`src/hw/rtl/rau_pkg.sv`:
```
`default_nettype none
package rau_pkg;

  localparam int unsigned OPERAND_WIDTH = 32;
  localparam int unsigned DEN_WIDTH = OPERAND_WIDTH - 1;
  localparam int unsigned WIDE_WIDTH = 2 * OPERAND_WIDTH + 1;
  localparam int unsigned MAG_WIDTH = 2 * OPERAND_WIDTH;
  localparam int unsigned CNT_WIDTH = $clog2(MAG_WIDTH + 1);

  typedef enum logic [1:0] {
    OP_ADD = 2'd0,
    OP_MUL = 2'd1,
    OP_DIV = 2'd2,
    OP_BAD = 2'd3
  } op_t;

  typedef struct packed {
    logic [1:0]                      operation;
    logic signed [OPERAND_WIDTH-1:0] left_num;
    logic [DEN_WIDTH-1:0]            left_den;
    logic signed [OPERAND_WIDTH-1:0] right_num;
    logic [DEN_WIDTH-1:0]            right_den;
  } in_item_t;

  typedef struct packed {
    logic signed [OPERAND_WIDTH-1:0] result_num;
    logic [DEN_WIDTH-1:0]            result_den;
    logic                            overflow;
  } out_item_t;

  // Controller states
  typedef enum logic [3:0] {
    ST_IDLE,
    ST_MUL_A,
    ST_MUL_B,
    ST_FORM,
    ST_GCD,
    ST_DIVN,
    ST_DIVD,
    ST_CHECK,
    ST_OUT
  } state_t;

  // Datapath commands from the controller
  typedef struct packed {
    logic load;
    logic mul_a;
    logic mul_b;
    logic form;
    logic gcd_start;
    logic gcd_step;
    logic div_start_n;
    logic div_start_d;
    logic div_step;
    logic check;
  } cmd_t;

  // Status back to the controller
  typedef struct packed {
    logic bad_op;
    logic gcd_done;
    logic div_done;
  } status_t;

endpackage
`default_nettype wire

```
`src/hw/rtl/rau_ctrl.sv`:
```
`default_nettype none
module rau_ctrl (
  input  wire logic           clk,
  input  wire logic           rst_n,
  input  wire logic           in_valid,
  output logic                in_stall,
  output logic                out_valid,
  input  wire logic           out_stall,
  input  wire rau_pkg::status_t sts,
  output rau_pkg::cmd_t       cmd
);

  rau_pkg::state_t state_r, state_nxt;

  // State register
  always_ff @(posedge clk) begin
    if (!rst_n) begin
      state_r <= rau_pkg::ST_IDLE;
    end else begin
      state_r <= state_nxt;
    end
  end

  // Next state and commands
  always_comb begin
    state_nxt = state_r;
    cmd = '0;
    in_stall = 1'b1;
    out_valid = 1'b0;
    case (state_r)
      rau_pkg::ST_IDLE: begin
        in_stall = 1'b0;
        if (in_valid) begin
          cmd.load = 1'b1;
          state_nxt = rau_pkg::ST_MUL_A;
        end
      end
      rau_pkg::ST_MUL_A: begin
        cmd.mul_a = 1'b1;
        state_nxt = rau_pkg::ST_MUL_B;
      end
      rau_pkg::ST_MUL_B: begin
        cmd.mul_b = 1'b1;
        state_nxt = rau_pkg::ST_FORM;
      end
      rau_pkg::ST_FORM: begin
        if (sts.bad_op) begin
          cmd.check = 1'b1;
          state_nxt = rau_pkg::ST_OUT;
        end else begin
          cmd.form = 1'b1;
          state_nxt = rau_pkg::ST_GCD;
        end
      end
      rau_pkg::ST_GCD: begin
        if (sts.gcd_done) begin
          cmd.div_start_n = 1'b1;
          state_nxt = rau_pkg::ST_DIVN;
        end else begin
          cmd.gcd_step = 1'b1;
        end
      end
      rau_pkg::ST_DIVN: begin
        if (sts.div_done) begin
          cmd.div_start_d = 1'b1;
          state_nxt = rau_pkg::ST_DIVD;
        end else begin
          cmd.div_step = 1'b1;
        end
      end
      rau_pkg::ST_DIVD: begin
        if (sts.div_done) begin
          state_nxt = rau_pkg::ST_CHECK;
        end else begin
          cmd.div_step = 1'b1;
        end
      end
      rau_pkg::ST_CHECK: begin
        cmd.check = 1'b1;
        state_nxt = rau_pkg::ST_OUT;
      end
      rau_pkg::ST_OUT: begin
        out_valid = 1'b1;
        if (!out_stall) begin
          state_nxt = rau_pkg::ST_IDLE;
        end
      end
      default: state_nxt = rau_pkg::ST_IDLE;
    endcase
  end

`ifndef SYNTHESIS
  a_accept_idle: assert property (@(posedge clk) disable iff (!rst_n)
    (in_valid && !in_stall) |=> state_r == rau_pkg::ST_MUL_A)
    else $error("item accepted outside idle");
  a_out_hold: assert property (@(posedge clk) disable iff (!rst_n)
    (out_valid && out_stall) |=> out_valid)
    else $error("result dropped while stalled");
  a_excl: assert property (@(posedge clk) disable iff (!rst_n)
    !(out_valid && !in_stall))
    else $error("accept while result pending");
`endif

endmodule
`default_nettype wire

```
`config.mk`:
```
export PLATFORM = sky130hd
export DESIGN_NAME = rau_ctrl
export DESIGN_NICKNAME = d
export VERILOG_FILES = /design/src/hw/rtl/rau_pkg.sv /design/src/hw/rtl/rau_ctrl.sv
export SDC_FILE = /design/constraint.sdc
export NUM_CORES = 1
export LEC_CHECK = 0
export BUFFER_PORTS_ARGS = -buffer_cell sky130_fd_sc_hd__buf_2
export CAP_MARGIN = 20
export CORE_AREA = 2 2 39 41
export DETAILED_ROUTE_END_ITERATION = 8
export DIE_AREA = 0 0 41 43
export GPL_TIMING_DRIVEN = 0
export HOLD_SLACK_MARGIN = 0.03
export PLACE_DENSITY_LB_ADDON = 0.15
export SYNTH_ARGS = -nofsm -noshare
export SYNTH_HDL_FRONTEND = slang
export SYNTH_SLANG_ARGS = --single-unit
export TNS_END_PERCENT = 1
```
`constraint.sdc`:
```
create_clock -name clk -period 1.53 [get_ports clk]
set_input_delay 0.459 -clock clk [delete_from_list [all_inputs] [get_ports clk]]
set_output_delay 0.459 -clock clk [all_outputs]
set_load 0.02 [all_outputs]
```
==> metrics, run 1 <==
Reg2Reg Setup Slack=0.48 ns; CTS clk-pin slew, worst paths=0.04 ns; drt pass-1 iters=3; Clk Latency, worst-skew pair=0.23 ns; CTS root buf=clkbuf_4; DP HPWL=612 um; biggest regs=state_r x4; total of max-cap violations=0; routed wire length=820 um; Synth Flop Type=dfxtp_1; DIE WIDTH=41 um; CTS tree=built; Top Ports=19; Crit-path slowest cell=dfxtp_2; crit-path max FO=5; R2R Path Start=state_r[1]; CP endpoint kind=output port; metal3 WL=35 um; worst hold stages=2; Avg Cell Area, Syn=7.86 sq um; Rows=14; Largest Register=state_r; pwr/cell area=684 nW/um^2; final period utilization=105%; synthesized instance count=43; Mapped Area=338 sq um; top sig layer=met3; initial antenna violation count=0; Startpoint Class=register; critical-path cell list=buf_6 -> and2b_1 -> and3_1 -> buf_6; clock buffer depth=2; layout cells sized above 1=between 50 and 60%; peak supply drop=about 0.37 mV; largest net degree at the start of global routing=11; post-synthesis register bit count=4; die area=approximately 1800 sq um; met1 wire length=356 um; sink of the worst hold path=state_r[3]; total power=0.382 mW; CP required=1.07 ns; clock sinks=4; Setup TNS=-0.549 ns; fin crit period=approximately 1.6 ns; RD Place Congestion=approximately 0.64; CTS Buf Count=3; failing checks=negative setup slack; Die H=about 43 um; register area share after synthesis=23.7%; Ys Warns=0; non-filler cells, final=81; Worst EP arrival=1.15 ns; CORE AREA=1380 sq um; outcome=complete, but fails checks; via count=373; Hold Crit Start=rst_n; WL met2=between 400 and 500 um; ANT nets after route=0; diode count=0; Hold/Removal Path Class=input port to register; Fin Clk Skew=0.000657 ns; f_max=just over 600 MHz; drc violations=0; number of global-route vias before repair=350; RSZ-0062 raised after global routing=true; initial core utilization=about a quarter; initial drt markers=7; crit path kind=register to output port; H-tree Lvls=1; final hold violation count=0; max reg flops=4; async set-reset flop share out of synthesis=0%; final slew viol count=0; Via density=4.60; Area Growth Syn to Fin=65.6%; Leak=0.253 nW; Max stage delay on crit path=0.32 ns; Yosys cell types=23; Worst R2R End=state_r[2]; Layout Nets=74; worst setup margin=-0.0764 ns; port buffer count=17; worst r2r path cells=4; CP most frequent cell=buf_6; hold_buf cts=0; Setup violations, final=10; gr usage total=11.2%; first-pass GRT wire length=1360 um; Post-CTS Setup Bufs=0; worst slack, placed=0.0635 ns; cell count after placement=76; gr ovfl total=0; Post-synth EDFFs=0; detail-routed net length per standard cell=10.1 um; Synth Net Count=50
## where the power goes
| part | switching (mW) | internal (mW) | total (mW) |
|---|---|---|---|
| logic | 0.0732 | 0.0631 | 0.136 |
| clock network | 0.0403 | 0.0876 | 0.128 |
| registers | 0.00708 | 0.111 | 0.118 |
| total | 0.121 | 0.262 | 0.382 |
## worst max-delay path: cells and delay by family, from the launching register on
family / cells / cell delay, ns
flops: 1 / 0.32
buf+inv: 2 / 0.23
simple gates: 2 / 0.36
## through the flow
step	util, %	instance area, sq um	hold WS [ns]
after floorplan	-	344	0.549
after global placement	32.5	449	0.595
after detailed placement	32.5	449	0.588
after CTS	38.4	532	0.445
after global routing	40.4	559	0.466
final	40.4	559	0.452
## synth_stat cells, types with 2 or more instances
| cell type | number | area (sq um) |
|---|---|---|
| nor2_1 | 6 | 22.5 |
| dfxtp_1 | 4 | 80.1 |
| nand2b_1 | 4 | 25.0 |
| and3_1 | 3 | 18.8 |
| buf_4 | 3 | 22.5 |
| a21oi_1 | 2 | 10.0 |
| and2_1 | 2 | 12.5 |
| nor3_1 | 2 | 10.0 |
| nor4_1 | 2 | 12.5 |
| o21ai_0 | 2 | 10.0 |
## timing repair
item                                   CTS  global route
gates cloned                             2             0
endpoints found under the hold margin    0             0
gates resized for setup                 19             7
setup endpoints to repair               11            11
pin swaps                                3             1
## logic make-up (layout without fill, tap and decap cells)
family          count (synthesis)  in the layout  share of synthesized area, %
other cells                     1              1                          1.11
flops                           4              4                          23.7
xor+xnor                        1              1                          2.59
compound gates                  7              7                          13.3
buf+inv                         5             27                          11.1
simple gates                   25             25                          48.1
## layout make-up
class	instances	area, sq um
well taps	16	20.0
plain buffers	4	41.3
inverters	1	3.75
clock buffers	3	22.5
repair buffers	19	135
fillers	162	825
multi-input cells	34	249
flip-flops and latches	4	87.6
## cells in the final DEF, fill, tap and decap left out
master	instances
nand2_1	1
dfxtp_4	1
nor3_1	1
nand2b_1	4
nor4b_4	1
conb_1	1
nor2_1	4
o311ai_1	1
inv_1	1
buf_6	7
o21a_1	1
and2_1	2
a221oi_1	1
nor2_2	2
and3_1	3
and2b_1	1
clkbuf_4	3
nor3_2	1
o21ai_0	2
a21oi_1	2
nor3_4	1
xnor2_1	1
nor4bb_1	1
dfxtp_2	3
buf_4	7
nand2_2	1
buf_2	9
nor4_2	2
## worst max path at each step
stage | end | startpoint | cells past startpoint
2_1_floorplan | cmd[6] | state_r[0] | 3
3_3_place_gp | cmd[2] | state_r[1] | 4
3_5_place_dp | cmd[2] | state_r[1] | 4
4_1_cts | cmd[2] | state_r[1] | 4
5_1_grt | cmd[6] | state_r[0] | 4
6_report | cmd[2] | state_r[1] | 4
## per-layer routing
metal  GRT usage (%)  up-vias
li1                -      195
met1            13.8      170
met2            16.9        8
met3            1.57        0
met4            8.00        0
met5               0        -
Note: power is estimated with default switching activity, not from simulation.
==> run 2: changes to the inputs <==
BUFFER_PORTS_ARGS = -buffer_cell sky130_fd_sc_hd__buf_4   (was -buffer_cell sky130_fd_sc_hd__buf_2)
==> run 2 against run 1 <==
Compared with the run above:
- the flow still finishes with violations (negative setup slack)
- final cell count grew 2.5%
- highest routed layer unchanged
- critical endpoint unchanged
- non-clock buffer count grew 2
- hold slack lost 0.010 ns
- register-to-register slack is essentially flat
- clock skew shrank 0.00057 ns
- count of clock-buffer cells in the layout is the same
- sequential power is essentially flat
- combinational power grew 9.6%
- first-iteration DRC count shrank 57%
- utilization grew 2.5 points
- sequential cell count is the same
==> metrics, run 2 (synthesis results as in run 1) <==
port buffer count=17 (unchanged); Top Ports=19 (unchanged); outcome=complete, but fails checks (unchanged); die area=1760 sq um (unchanged); Fillers=148 (was 162); CTS root buf=clkbuf_4 (unchanged); initial antenna violation count=0 (unchanged); Fin Clk Skew=0.0000815 ns (was 0.000657 ns); routed wire length=905 um (was 820 um); CTS Buf Count=3 (unchanged); initial drt markers=3 (was 7); final slew viol count=0 (unchanged); CP endpoint kind=output port (unchanged); gr usage total=11.6% (was 11.2%); Via density=4.60 (about the same); gr ovfl total=0 (unchanged); clock buffer depth=2 (unchanged); pwr/cell area=663 nW/um^2 (was 684 nW/um^2); diode count=0 (unchanged); register area=87.6 sq um (unchanged); Area Growth Syn to Fin=75.9% (was 65.6%); CTS clk-pin slew, worst paths=0.04 ns (about the same); H-tree Lvls=1 (unchanged); number of global-route vias before repair=363 (was 350); DP HPWL=632 um (was 612 um); non-filler cells, final=83 (was 81); CORE AREA=1380 sq um (unchanged); Startpoint Class=register (unchanged); most common cell after layout, fill and taps aside=buf_4 (was buf_2); CP required=1.07 ns (about the same); first-pass GRT wire length=1450 um (was 1360 um); drt pass-1 iters=2 (was 3); hold_ws=0.442 ns (was 0.452 ns); initial core utilization=24.4% (unchanged); crit-path max FO=5 (unchanged); total of max-cap violations=0 (unchanged); drc violations=0 (unchanged); Rows=14 (unchanged); biggest regs=state_r x4 (unchanged); Setup violations, final=10 (unchanged); Clk Latency, worst-skew pair=0.23 ns (about the same); Multi-input gate area=255 sq um (was 249 sq um); largest net degree at the start of global routing=11 (unchanged); Largest Register=state_r (unchanged); fin crit period=1.62 ns (was 1.61 ns); detail-routed net length per standard cell=10.9 um (was 10.1 um); worst setup margin=-0.0938 ns (was -0.0764 ns); final period utilization=106% (was 105%); Layout Nets=76 (was 74); Hold/Removal Path Class=input port to register (unchanged); failing checks=negative setup slack (unchanged); clock sinks=4 (unchanged); via count=382 (was 373); highest-count cells in the layout ignoring fill and taps=buf_4 (17), buf_6 (6), nand2b_1 (4) (was buf_2 (9), buf_6 (7), buf_4 (7)); RD Place Congestion=0.656 (was 0.641); Reg2Reg Setup Slack=0.48 ns (about the same); layout cells sized above 1=65.7% (was 58.5%); Worst EP arrival=1.16 ns (was 1.15 ns); Die H=43 um (unchanged); hold_buf cts=0 (unchanged); peak supply drop=0.322 mV (was 0.366 mV); crit path kind=register to output port (unchanged); Leak=0.268 nW (was 0.253 nW); ANT nets after route=0 (unchanged); final hold violation count=0 (unchanged); RSZ-0062 raised after global routing=true (unchanged); Layout Utilization=42.9% (was 40.4%); DIE WIDTH=41 um (unchanged); f_max=616 MHz (was 623 MHz); max reg flops=4 (unchanged); CTS tree=built (unchanged); cell count after placement=76 (unchanged)
-- run 2: area by class of cell --
class,count,share of cell area [%]
sequential,4,14.7
timing repair buffer,21,27.6
inverter,1,0.632
clock buffer,3,3.79
buffer,4,6.95
multi-input combinational,34,42.9
tap,16,3.37
-- run 2: through the flow --
step / instance area (sq um) / worst slack, ns / total power, mW / TNS, ns
detailed placement: 492 / 0.0590 / 0.251 / 0
floorplan: 344 / -0.132 / 0.203 / -0.155
CTS: 579 / -0.101 / 0.395 / -0.784
finish: 594 / -0.0938 / 0.394 / -0.577
global placement: 492 / 0.0522 / 0.251 / 0
global route: 594 / -0.142 / 0.417 / -1.19
-- run 2: critical path, cell delays in order (launching register included) --
cell and delay (ns):
dfxtp_2 0.32, buf_6 0.13, and2b_1 0.21, and3_4 0.17
buf_6 0.11
-- run 2: path summary, 6_finish.rpt --
path / from / depth (start not counted) / end
worst max-delay path: state_r[1] / 4 / cmd[2]
worst min-delay path: rst_n / 2 / state_r[3]
worst max register to register: state_r[0] / 3 / state_r[0]
worst min register to register: state_r[1] / 3 / state_r[0]
-- run 2: layer usage --
layer / global-route usage, % / up-vias / share of wire [%]
li1: - / 199 / -
met1: 15.1 / 175 / 45
met2: 17.8 / 8 / 50
met3: 1.57 / 0 / 5.1
met4: 6.00 / 0 / 0
met5: 0 / - / 0
-- run 2: report_power, final --
group / switching [mW] / leakage (nW) / internal [mW]
Combinational: 0.0763 / 0.219 / 0.0727
Sequential: 0.00793 / 0.0347 / 0.111
Clock: 0.0386 / 0.0138 / 0.0874
Total: 0.123 / 0.268 / 0.271
-- run 2: repair_timing --
| action | 4_1_cts | 5_1_grt |
|---|---|---|
| cloned | 2 | 1 |
| gates resized for setup | 16 | 3 |
| endpoints found under the setup margin | 11 | 11 |
| buffers inserted | 1 | 0 |
| pin swaps | 5 | 1 |
==> run 3: changes to the inputs <==
ABC_AREA = 1   (was default)
==> run 3 against run 2 <==
Compared with the run above:
- worst setup slack better by 0.024 ns
- synthesized cell count rose by 37%
- sequential power increased by 66%
- non-clock buffer count is 4 lower
- critical path depth grew 1
- count of clock-buffer cells in the layout did not move
- register-to-register slack worse by 0.10 ns
- clock power barely moved
- global-route usage rose by 0.10 points
- the run still ends with negative setup slack left
- final cell count is 18% higher
- die area stayed put
- final area up 4.0%
==> metrics, run 3 <==
CP endpoint kind=output port (unchanged); largest net degree at the start of global routing=7 (was 11); Crit-path slowest cell=dfxtp_4 (was dfxtp_2); Mapped Area=347 sq um (was 338 sq um); register area=92.6 sq um (was 87.6 sq um); Hold Crit Start=rst_n (unchanged); initial drt markers=5 (was 3); pwr/cell area=1220 nW/um^2 (was 663 nW/um^2); hold_ws=0.470 ns (was 0.442 ns); Buf+Inv Stages, Crit Path=2 (unchanged); Die H=43 um (unchanged); Synth Flop Type=dfxtp_1 (unchanged); CTS clk-pin slew, worst paths=0.04 ns (about the same); Top Ports=19 (unchanged); Rows=14 (unchanged); Yosys cell types=16 (was 23); final slew viol count=0 (unchanged); RSZ-0062 raised after global routing=true (unchanged); worst slack, placed=0.0220 ns (was 0.0590 ns); drt pass-1 iters=4 (was 2); highest-count cells in the layout ignoring fill and taps=buf_4 (17), nor2_1 (9), inv_1 (6), nand3_1 (6) (was buf_4 (17), buf_6 (6), nand2b_1 (4)); Clk Latency, worst-skew pair=0.23 ns (about the same); Layout Nets=91 (was 76); worst hold stages=3 (was 2); Hold/Removal Path Class=input port to register (unchanged); worst setup margin=-0.0696 ns (was -0.0938 ns); CTS root buf=clkbuf_4 (unchanged); crit path kind=register to output port (unchanged); register area share after synthesis=23.1% (was 23.7%); max reg flops=4 (unchanged); CP required=1.07 ns (about the same); port buffer count=17 (unchanged); H-tree Lvls=1 (unchanged); synthesized instance count=59 (was 43); drc violations=0 (unchanged); Max stage delay on crit path=0.37 ns (was 0.32 ns); clock sinks=4 (unchanged); die area=1760 sq um (unchanged); Setup violations, final=7 (was 10); total power=0.754 mW (was 0.394 mW); layout cells sized above 1=61.0% (was 65.7%); gr ovfl total=0 (unchanged); total of max-cap violations=0 (unchanged); count leader, synth=nor2_1 (unchanged); R2R Path Start=state_r[2] (was state_r[0]); diode count=0 (unchanged); Area Growth Syn to Fin=78.3% (was 75.9%); synth cell count leaders=nor2_1 (11), inv_1 (8), nand2_1 (7), nand3_1 (7) (was nor2_1 (6), dfxtp_1 (4), nand2b_1 (4)); Worst R2R End=state_r[0] (unchanged); Via density=4.24 (was 4.60); Worst EP arrival=1.14 ns (was 1.16 ns); most common cell after layout, fill and taps aside=buf_4 (unchanged); ANT nets after route=0 (unchanged); f_max=625 MHz (was 616 MHz); Post-synth EDFFs=0 (unchanged); outcome=complete, but fails checks (unchanged); initial antenna violation count=0 (unchanged); clock buffer depth=2 (unchanged); sink of the worst hold path=state_r[0] (was state_r[3]); final hold violation count=0 (unchanged); cell count after placement=92 (was 76); crit-path max FO=5 (unchanged); critical-path cell list=inv_2 -> nor2_4 -> nand2_2 -> nor2_1 -> buf_4 (was buf_6 -> and2b_1 -> and3_4 -> buf_6); initial core utilization=25.0% (was 24.4%); detail-routed net length per standard cell=8.68 um (was 10.9 um); non-filler cells, final=98 (was 83); Leak=0.318 nW (was 0.268 nW); final period utilization=105% (was 106%); async set-reset flop share out of synthesis=0% (unchanged); delay-heaviest family, CP=flip-flops (was simple AND/OR/NAND/NOR gates); Multi-input gate area=269 sq um (was 255 sq um); CTS tree=built (unchanged); DP HPWL=682 um (was 632 um); hold_buf cts=0 (unchanged); via count=416 (was 382); DIE WIDTH=41 um (unchanged); cell taking the most area after synthesis=dfxtp_1 (unchanged); Fin Clk Skew=0.00248 ns (was 0.0000815 ns); peak supply drop=0.458 mV (was 0.322 mV); Reg2Reg Setup Slack=0.38 ns (was 0.48 ns); Startpoint Class=register (unchanged); first-pass GRT wire length=1390 um (was 1450 um); routed wire length=851 um (was 905 um); fin crit period=1.60 ns (was 1.62 ns); share of the synthesized area in the top cell type=23.1% (was 23.7%); Fillers=153 (was 148); largest cells by area after synthesis=dfxtp_1 (23%), nor2_1 (12%), nand3_1 (10%), inv_1 (8.7%), nand2_1 (7.6%) (was dfxtp_1 (24%), nand2b_1 (7.4%), nor4b_4 (7.0%), buf_4 (6.7%), nor2_1 (6.7%)); Ys Warns=0 (unchanged); gr usage total=11.7% (was 11.6%); failing checks=negative setup slack (unchanged); Synth Net Count=66 (was 50); Largest Register=state_r (unchanged); biggest regs=state_r x4 (unchanged); RD Place Congestion=0.722 (was 0.656); CTS Buf Count=3 (unchanged); worst r2r path cells=8 (was 3); Layout Utilization=44.7% (was 42.9%); Avg Cell Area, Syn=5.87 sq um (was 7.86 sq um); CORE AREA=1380 sq um (unchanged); post-synthesis register bit count=4 (unchanged); number of global-route vias before repair=380 (was 363)
[run 3: changes by cell type after synthesis, moves of 3 or more]
cell,previous run,this run
nand2_1,1,7
nor2_2,0,4
and3_1,3,0
nand2b_1,4,0
inv_2,0,3
inv_1,1,8
nor2_1,6,11
nand3_1,0,7
[run 3: what timing repair did]
| item | 4_1_cts | 5_1_grt |
|---|---|---|
| pin swaps | 2 | 5 |
| setup endpoints to repair | 11 | 11 |
| gates resized for setup | 17 | 8 |
| buffers inserted | 2 | 1 |
[run 3: cell type report]
class                           instances  share of cell area [%]
Sequential cell                         4                    15.0
Timing Repair Buffer                   20                    26.7
Clock buffer                            3                    3.64
Buffer                                  1                    1.21
Inverter                               11                    6.68
Tap cell                               16                    3.24
Multi-Input combinational cell         43                    43.5
[run 3: power breakdown]
group	total (mW)	internal (mW)	switching, mW
registers	0.197	0.140	0.0576
clock network	0.127	0.0875	0.0399
logic	0.429	0.181	0.248
[run 3: logic make-up after synthesis]
| group | synth area share, % |
|---|---|
| AND/OR/NAND/NOR | 56.0 |
| buffers and inverters | 14.1 |
| AO/OA/AOI/OAI | 5.77 |
| flip-flops | 23.1 |
| other | 1.08 |
[run 3: metal layers]
metal  vias to the layer above  global-route usage, %  share of wire (%)
li1                        229                      -                  -
met1                       177                   13.5                 40
met2                        10                   17.8                 54
met3                         0                   1.57                6.3
met4                         0                   10.0                  0
met5                         -                      0                  0
[run 3: worst register-to-register path, cell delays in order, from the launching register on]
cell     delay (ns)
dfxtp_4        0.37
inv_2          0.05
nor2_4         0.14
buf_4          0.13
nand3_1        0.05
o21ai_1        0.10
nor2_2         0.06
nor2_1         0.08
nor2_1         0.05
[run 3: worst max-delay path by stage]
stage,startpoint,to,slack [ns],cells past startpoint
2_1_floorplan,state_r[3],cmd[7],0.02,3
3_3_place_gp,state_r[0],cmd[0],0.03,5
3_5_place_dp,state_r[0],cmd[0],0.02,5
4_1_cts,state_r[2],cmd[3],-0.07,5
5_1_grt,state_r[0],cmd[0],-0.13,5
6_report,state_r[2],cmd[3],-0.07,5
[run 3: metrics by stage]
step	instance area, sq um	setup TNS (ns)
final	618	-0.301
after global routing	618	-0.954
after CTS	579	-0.509
after detailed placement	494	0
after global placement	494	0
after floorplan	347	0
